## src/design/tst_pkg.sv

```systemverilog
// ----------------------------------------------------------------------------
// Timer slot table package
// Shared types and constants for the timer slot table and its slot cells.
// ----------------------------------------------------------------------------
package tst_pkg;

  localparam logic [2:0] MODE_TICK   = 3'd0;
  localparam logic [2:0] MODE_SET    = 3'd1;
  localparam logic [2:0] MODE_KILL   = 3'd2;
  localparam logic [2:0] MODE_RESET  = 3'd3;
  localparam logic [2:0] MODE_QUERY  = 3'd4;
  localparam logic [2:0] MODE_REMOVE = 3'd5;

  typedef enum logic [1:0] {
    ST_IDLE,
    ST_WALK,
    ST_DONE
  } state_t;

  // Operation broadcast from the controller to every cell.
  typedef struct packed {
    logic        walk;
    logic [2:0]  mode;
    logic [31:0] tick;
    logic [31:0] owner;
    logic [31:0] ident;
    logic [31:0] period;
  } op_t;

endpackage

```

## src/design/tst_cell.sv

```systemverilog
// ----------------------------------------------------------------------------
// Timer slot cell
// One table slot. A token walks down the chain one cell per cycle; the cell
// holding the token performs the current operation on its slot.
// ----------------------------------------------------------------------------
module tst_cell import tst_pkg::*; (
  input  logic  clk,
  input  logic  rst_n,
  input  op_t   op,
  input  logic  tok_in,      // this cell is visited this cycle
  input  logic  done_in,     // an earlier cell has finished a single-target op
  input  logic  first_free,  // this cell was chosen as the free slot for set
  input  logic  place,       // write the set operation here
  input  logic  remove,      // remove-slot targets this cell
  output logic  tok_out,
  output logic  done_out,
  output logic  valid,
  output logic  fire,        // this visit fired or matched (counted for tick and kill)
  output logic  kill,        // this visit freed the slot
  output logic  clr_fired
);

  logic        valid_r, valid_nxt;
  logic [31:0] owner_r, ident_r, period_r, due_r;
  logic        tok_r;
  logic        done_r, done_nxt;
  logic        match;
  logic        wr_en;
  logic        id_zero;

  assign id_zero = (op.ident == 32'd0);
  assign match   = valid_r && (owner_r == op.owner) && (ident_r == op.ident);

  always_comb begin
    fire      = 1'b0;
    kill      = 1'b0;
    clr_fired = 1'b0;
    wr_en     = 1'b0;
    done_nxt  = done_in;
    valid_nxt = valid_r;
    if (tok_in && !done_in) begin
      case (op.mode)
        MODE_TICK: begin
          if (valid_r && op.tick >= due_r) fire = 1'b1;
        end
        MODE_SET, MODE_RESET: begin
          if (match) begin
            wr_en     = 1'b1;
            fire      = 1'b1;
            done_nxt  = 1'b1;
            clr_fired = (op.mode == MODE_RESET);
          end
        end
        MODE_KILL: begin
          if (valid_r && owner_r == op.owner && (id_zero || ident_r == op.ident)) begin
            kill      = 1'b1;
            fire      = 1'b1;
            clr_fired = 1'b1;
            valid_nxt = 1'b0;
            done_nxt  = !id_zero;
          end
        end
        MODE_QUERY: begin
          if (match) begin
            fire     = 1'b1;
            done_nxt = 1'b1;
          end
        end
        default: ;
      endcase
    end
    if (place) valid_nxt = 1'b1;
    if (remove) valid_nxt = 1'b0;
  end

  always_ff @(posedge clk) begin
    if (!rst_n) begin
      valid_r <= 1'b0;
    end else begin
      valid_r <= valid_nxt;
    end
    if (tok_in && op.mode == MODE_TICK && fire) due_r <= op.tick + period_r;
    if (wr_en || place) begin
      period_r <= op.period;
      due_r    <= op.tick + op.period;
    end
    if (place) begin
      owner_r <= op.owner;
      ident_r <= op.ident;
    end
  end

  // Token and done flag are registered before the next cell, so both reach
  // the neighbor in the cycle in which it holds the token.
  always_ff @(posedge clk) begin
    if (!rst_n) begin
      tok_r  <= 1'b0;
      done_r <= 1'b0;
    end else begin
      tok_r  <= tok_in && op.walk;
      done_r <= done_nxt && op.walk;
    end
  end

  assign tok_out  = tok_r;
  assign done_out = done_r;
  assign valid    = valid_r;

  logic unused;
  assign unused = first_free;

endmodule
```

## config.mk

```make
export PLATFORM = sky130hd
export DESIGN_NAME = tst_cell
export DESIGN_NICKNAME = d
export VERILOG_FILES = /design/src/design/tst_pkg.sv /design/src/design/tst_cell.sv
export SDC_FILE = /design/constraint.sdc
export NUM_CORES = 1
export LEC_CHECK = 0
export ABC_AREA = 0
export BUFFER_PORTS_ARGS = -buffer_cell sky130_fd_sc_hd__clkbuf_2
export CORE_AREA = 2 2 107 150
export CTS_BUF_LIST = sky130_fd_sc_hd__clkbuf_8
export CTS_CLUSTER_DIAMETER = 80
export DETAILED_ROUTE_END_ITERATION = 8
export DIE_AREA = 0 0 109 152
export HOLD_SLACK_MARGIN = 0.15
export PLACE_DENSITY_LB_ADDON = 0.05
export SLEW_MARGIN = 30
export SYNTH_ARGS = -nofsm -noshare
export SYNTH_HDL_FRONTEND = slang
export SYNTH_SLANG_ARGS = --single-unit
```

## constraint.sdc

```tcl
create_clock -name clk -period 7.5 [get_ports clk]
set_clock_uncertainty 0.1 [all_clocks]
set_input_delay 0 -clock clk [delete_from_list [all_inputs] [get_ports clk]]
set_output_delay 0 -clock clk [all_outputs]
set_load 0.02 [all_outputs]
```

==> Word level (Yosys, flattened, before mapping) <==
Index checks and enable logic that the tools add are counted.
{ "word_totals": {"register_bits": 131, "inputBits": 139, "word_cells": 62} }
{ "classes": {"n_addsub": 2, "order_cmp": 1, "eq_ne": 6, "mux": 22, "bitwise_logic": 1, "reduce_logical": 23} }
{ "op_table": {"columns": ["op", "count"], "rows": [
  ["$add A32 B32 Y32", 2],
  ["$eq A32 B32 Y1", 2],
  ["$mux W32", 2],
  ["$ge A32 B32 Y1", 1],
  ["$logic_not A32 Y1", 1],
  ["$mux W1", 17],
  ["$logic_and A1 B1 Y1", 9],
  ["$reduce_bool A2 Y1", 4],
  ["$eq A3 B2 Y1 const B", 2],
  ["$pmux W1 S2", 2],
  ["$reduce_or A2 Y1", 2],
  ["$eq A3 B1 Y1 const B", 1],
  ["$eq A3 B3 Y1 const B", 1],
  ["$logic_not A3 Y1", 1],
  ["$pmux W1 S3", 1],
  ["$reduce_and A3 Y1", 1],
  ["$reduce_or A3 Y1", 1],
  ["$logic_not A1 Y1", 2],
  ["$logic_or A1 B1 Y1", 2],
  ["$not A1 Y1", 1]
]} }

==> Longest topological paths before layout <==
{ "depth": {"depth_word": 9, "ltp_mapped": 19, "depth_no_buf": 18} }

==> Worst setup path after synthesis <==
Ideal clock, no wire load.
{ "synth_timing": {"path_type": "flip-flop to flip-flop", "from": "reg owner_r[9]", "to": "reg due_r[24] (data pin)", "arrival_time_ns": 4.175, "slack_ns": 2.967, "path_stages_with_launch": 20, "n_path_buf": 1, "cell_sequence": "edfxtp_1 -> xor2_1 -> nor4_1 -> nand4_1 -> nor3_2 -> a41oi_1 -> clkbuf_1 -> mux2_2 -> ha_1 -> inv_1 -> fa_1 -> nor2b_1 -> o21ai_0 -> o21ai_0 -> a21oi_1 -> or3_1 -> o21ai_1 -> a21o_1 -> a21oi_1 -> xnor2_1"} }
{ "synth_via": {"elab_chain_cells": 8} }
{ "synth_rtl": {"columns": ["element", "line", "source"], "rows": [
  ["start: declaration", "tst_cell.sv:24", "logic [31:0] owner_r, ident_r, period_r, due_r;"],
  ["start signal: assignment", "tst_cell.sv:88", "owner_r <= op.owner;"],
  ["$eq A32 B32 Y1", "tst_cell.sv:32", "assign match = valid_r && (owner_r == op.owner) && (ident_r == op.ident);"],
  ["$logic_and A1 B1 Y1 (2 in a row)", "tst_cell.sv:32", null],
  ["$mux W1", "tst_cell.sv:47", "if (match) begin"],
  ["$mux W1", "tst_cell.sv:42", "case (op.mode)"],
  ["$mux W1", "tst_cell.sv:41", "if (tok_in && !done_in) begin"],
  ["$logic_or A1 B1 Y1", "tst_cell.sv:83", "if (wr_en || place) begin"],
  ["$mux W32", "tst_cell.sv:83", null],
  ["end signal: assignment", "tst_cell.sv:82", "if (tok_in && op.mode == MODE_TICK && fire) due_r <= op.tick + period_r;"],
  ["end signal: assignment", "tst_cell.sv:85", "due_r <= op.tick + op.period;"],
  ["end: declaration", "tst_cell.sv:24", null]
]} }
Every way passes these cells.
A chain may end at the register's enable or synchronous reset.

==> Final worst setup path <==
{ "layout_timing": {"from": "reg owner_r[8]", "to": "reg due_r[28] (data pin)"} }
The elaborated chain is that of the path after synthesis.

==> impl_metrics.csv <==
group,metric,value,unit
synthesis,syn-num-nets,804,
cts,cts_setup_buffers,0,
setup_path,arrival,5.97,ns
drt,firstDrtPassIters,6,
synthesis,async_flop_share,0,%
pwr,power.density,197,nW/um^2
setup_path,crit_path_start,"owner_r[8]",
layout,drive_gt1_share,23.2,%
die,die_w,109,um
die,start_util,48.5,%
die,die-area,16600,um^2
cts,cts_root_buffer,"clkbuf_8",
place,io_buffers,143,
place,place_congestion,0.889,
cts,path_clk_slew,0.08,ns
drt,dr_total_vias,5792,
global_route,grt_pass1_wl,28000,um
sta,setup_violations,0,
sta,slew_headroom,43.2,%
status,status,"finished clean",
drt,wl_per_cell,15.9,um
hold_path,min_delay_path_depth,2,
synthesis,ys_seq_area_share,52.4,%
die,dieHeight,152,um
cts,cts_made_buffers,17,
synthesis,avgSynthCellArea,12.4,um^2
hold_path,hp-start,"place",
synthesis,synth_flop_cell,"edfxtp_1",
drt,drt-initial-drc-count,262,
setup_path,r2r-start,"owner_r[8]",
setup_path,cp.required,7.58,ns
place,dp_hpwl,12300,um
setup_path,cp_max_fo,34,
drt,viasPerCell,5.19,
global_route,grt_pass1_vias,6068,
cts,clock_path_buffers,2,
sta,whs,0.177,ns
layout,syn2layout_area_growth,38.5,%
layout,final_common_cell,"dlygate4sd3_1",
sta,fin_crit,5.89,ns
synthesis,yosysWarningCount,0,
layout,antenna_cells,0,
cts,cts_sinks,131,
sta,finalCritPeriodShare,78.5,%
cts,cts.repair.resized,0,
cts,cts_hold_buf,148,
sta,maxSlewViolCount,0,
setup_path,worstSetupPathType,"reg -> reg",
die,coreArea,15300,um^2
setup_path,rr_worst_depth,20,
global_route,grtUsageTotal,21.9,%
place,dp_worst_setup_slack,1.96,ns
setup_path,startpoint_type,"register",
sta,tightest_slew,0.852,ns
synthesis,synth_edf_count,128,
global_route,overflow,0,
synthesis,ys_types,49,
synthesis,ys_ff_latch,131,
sta,layout_setup_ws,1.61,ns
cts,tritoncts,"yes",
layout,final_cell_mix,"dlygate4sd3_1 (148), clkbuf_2 (143), edfxtp_1 (128)",
drt,ant_nets,0,
layout,post-route-util,67.2,%
sta,fmax,170,MHz
cts,clk_latency,0.43,ns
drt,drc,0,
cts,htree_levels,4,
synthesis,syn_area,7440,um^2
layout,fill_cells,1186,
pwr,p_leak,0.00444,uW
synthesis,postSynthCellCount,601,
die,ioPinCount,145,
sta,rsz0062_at_grt,"false",
sta,tns,0,ns
global_route,grt_max_degree,67,
sta,finalHoldViolations,0,
hold_path,hp-class,"in -> reg",
layout,final_nets,1112,
global_route,antenna_found_initial,0,
setup_path,worstSetupEndpointType,"register",
job,cap_viol_max_count,0,
die,num_rows,54,
pwr,vdd_drop_max,0.119,mV
drt,drt-total-wl,17800,um
[layer usage]
metal | routed length, um | global-route usage [%] | share of wire (%)
met1 | 7200 | 24.1 | 41
met2 | 9520 | 40.3 | 54
met5 | 0 | 0 | 0
met4 | 376 | 8.49 | 2.1
met3 | 668 | 4.29 | 3.8
[area by class of cell]
class,count,area [um^2],area share [%]
sequential,131,3900,37.9
clock buffer,17,234,2.27
inverter,43,161,1.57
multi-input combinational,421,3380,32.8
clock inverter,14,161,1.57
timing repair buffer,295,2230,21.6
tap,196,245,2.38
[state kept, by name, indices dropped and copies added, names as in the netlist]
| register | cells |
|---|---|
| done_out | 1 |
| due_r | 32 |
| ident_r | 32 |
| owner_r | 32 |
| period_r | 32 |
| tok_out | 1 |
| valid | 1 |
[synth_stat cells, drive strengths merged (4+ instances only)]
cell type  number  area, um^2
nor2           24        90.1
xnor2          25         219
edfxtp        128        3840
a21oi          32         160
nor2b          11        68.8
nand2          23        86.3
clkbuf          6        22.5
nand4          11        68.8
o21a            4        30.0
mux2           31         349
inv            43         161
nor4           24         150
o21bai          5        37.5
o21ai          20         100
nor3            7        40.0
nand3           6        30.0
a211oi          4        35.0
and3            4        25.0
ha             63         788
a21o           27         203
xor2           69         604
[metrics by stage]
stage	power, uW	instance area, um^2	std cells
floorplan	1210	7440	601
global placement	1330	8430	938
detailed placement	1350	8430	938
CTS	2050	10300	1117
global route	2140	10300	1117
finish	2030	10300	1117
[worst max-delay path, cell delays in order, from the launching register on]
cell and delay (ns):
edfxtp_1 0.40, xor2_1 0.16, nor4_1 0.35, nand4_1 0.27
nor3_2 0.44, a41oi_4 0.14, buf_4 0.33, mux2_2 0.28
ha_1 0.20, inv_1 0.07, fa_1 0.40, nor2b_1 0.12
o21ai_0 0.12, o21ai_0 0.41, a21oi_1 0.27, o311ai_1 0.50
a31oi_1 0.20, nor2b_1 0.14, nor2_1 0.06, xnor2_1 0.12
dlygate4sd3_1 0.55
[logic make-up after synthesis]
| logic type | after synthesis | share of synthesized area (%) |
|---|---|---|
| buffers and inverters | 49 | 2.47 |
| AO/OA/AOI/OAI | 109 | 9.60 |
| flip-flops | 131 | 52.4 |
| AND/OR/NAND/NOR | 122 | 8.74 |
| XOR/XNOR | 94 | 11.1 |
| adder cells (fa/ha/maj) | 64 | 10.9 |
| multiplexers | 32 | 4.82 |
[path summary, 6_finish.rpt]
path              slack [ns]           to
setup / recovery        1.61    due_r[28]
hold reg to reg         0.57     due_r[0]
hold / removal          0.18  owner_r[20]
setup reg to reg        1.61    due_r[28]
[where the power goes]
group          total (uW)  leakage [uW]  switching [uW]  internal [uW]
clock network         609      0.000195             283            326
logic                 498       0.00296             238            260
registers             921       0.00128            23.5            898
total                2030       0.00444             545           1480
Power figures use the tool's default switching activity.
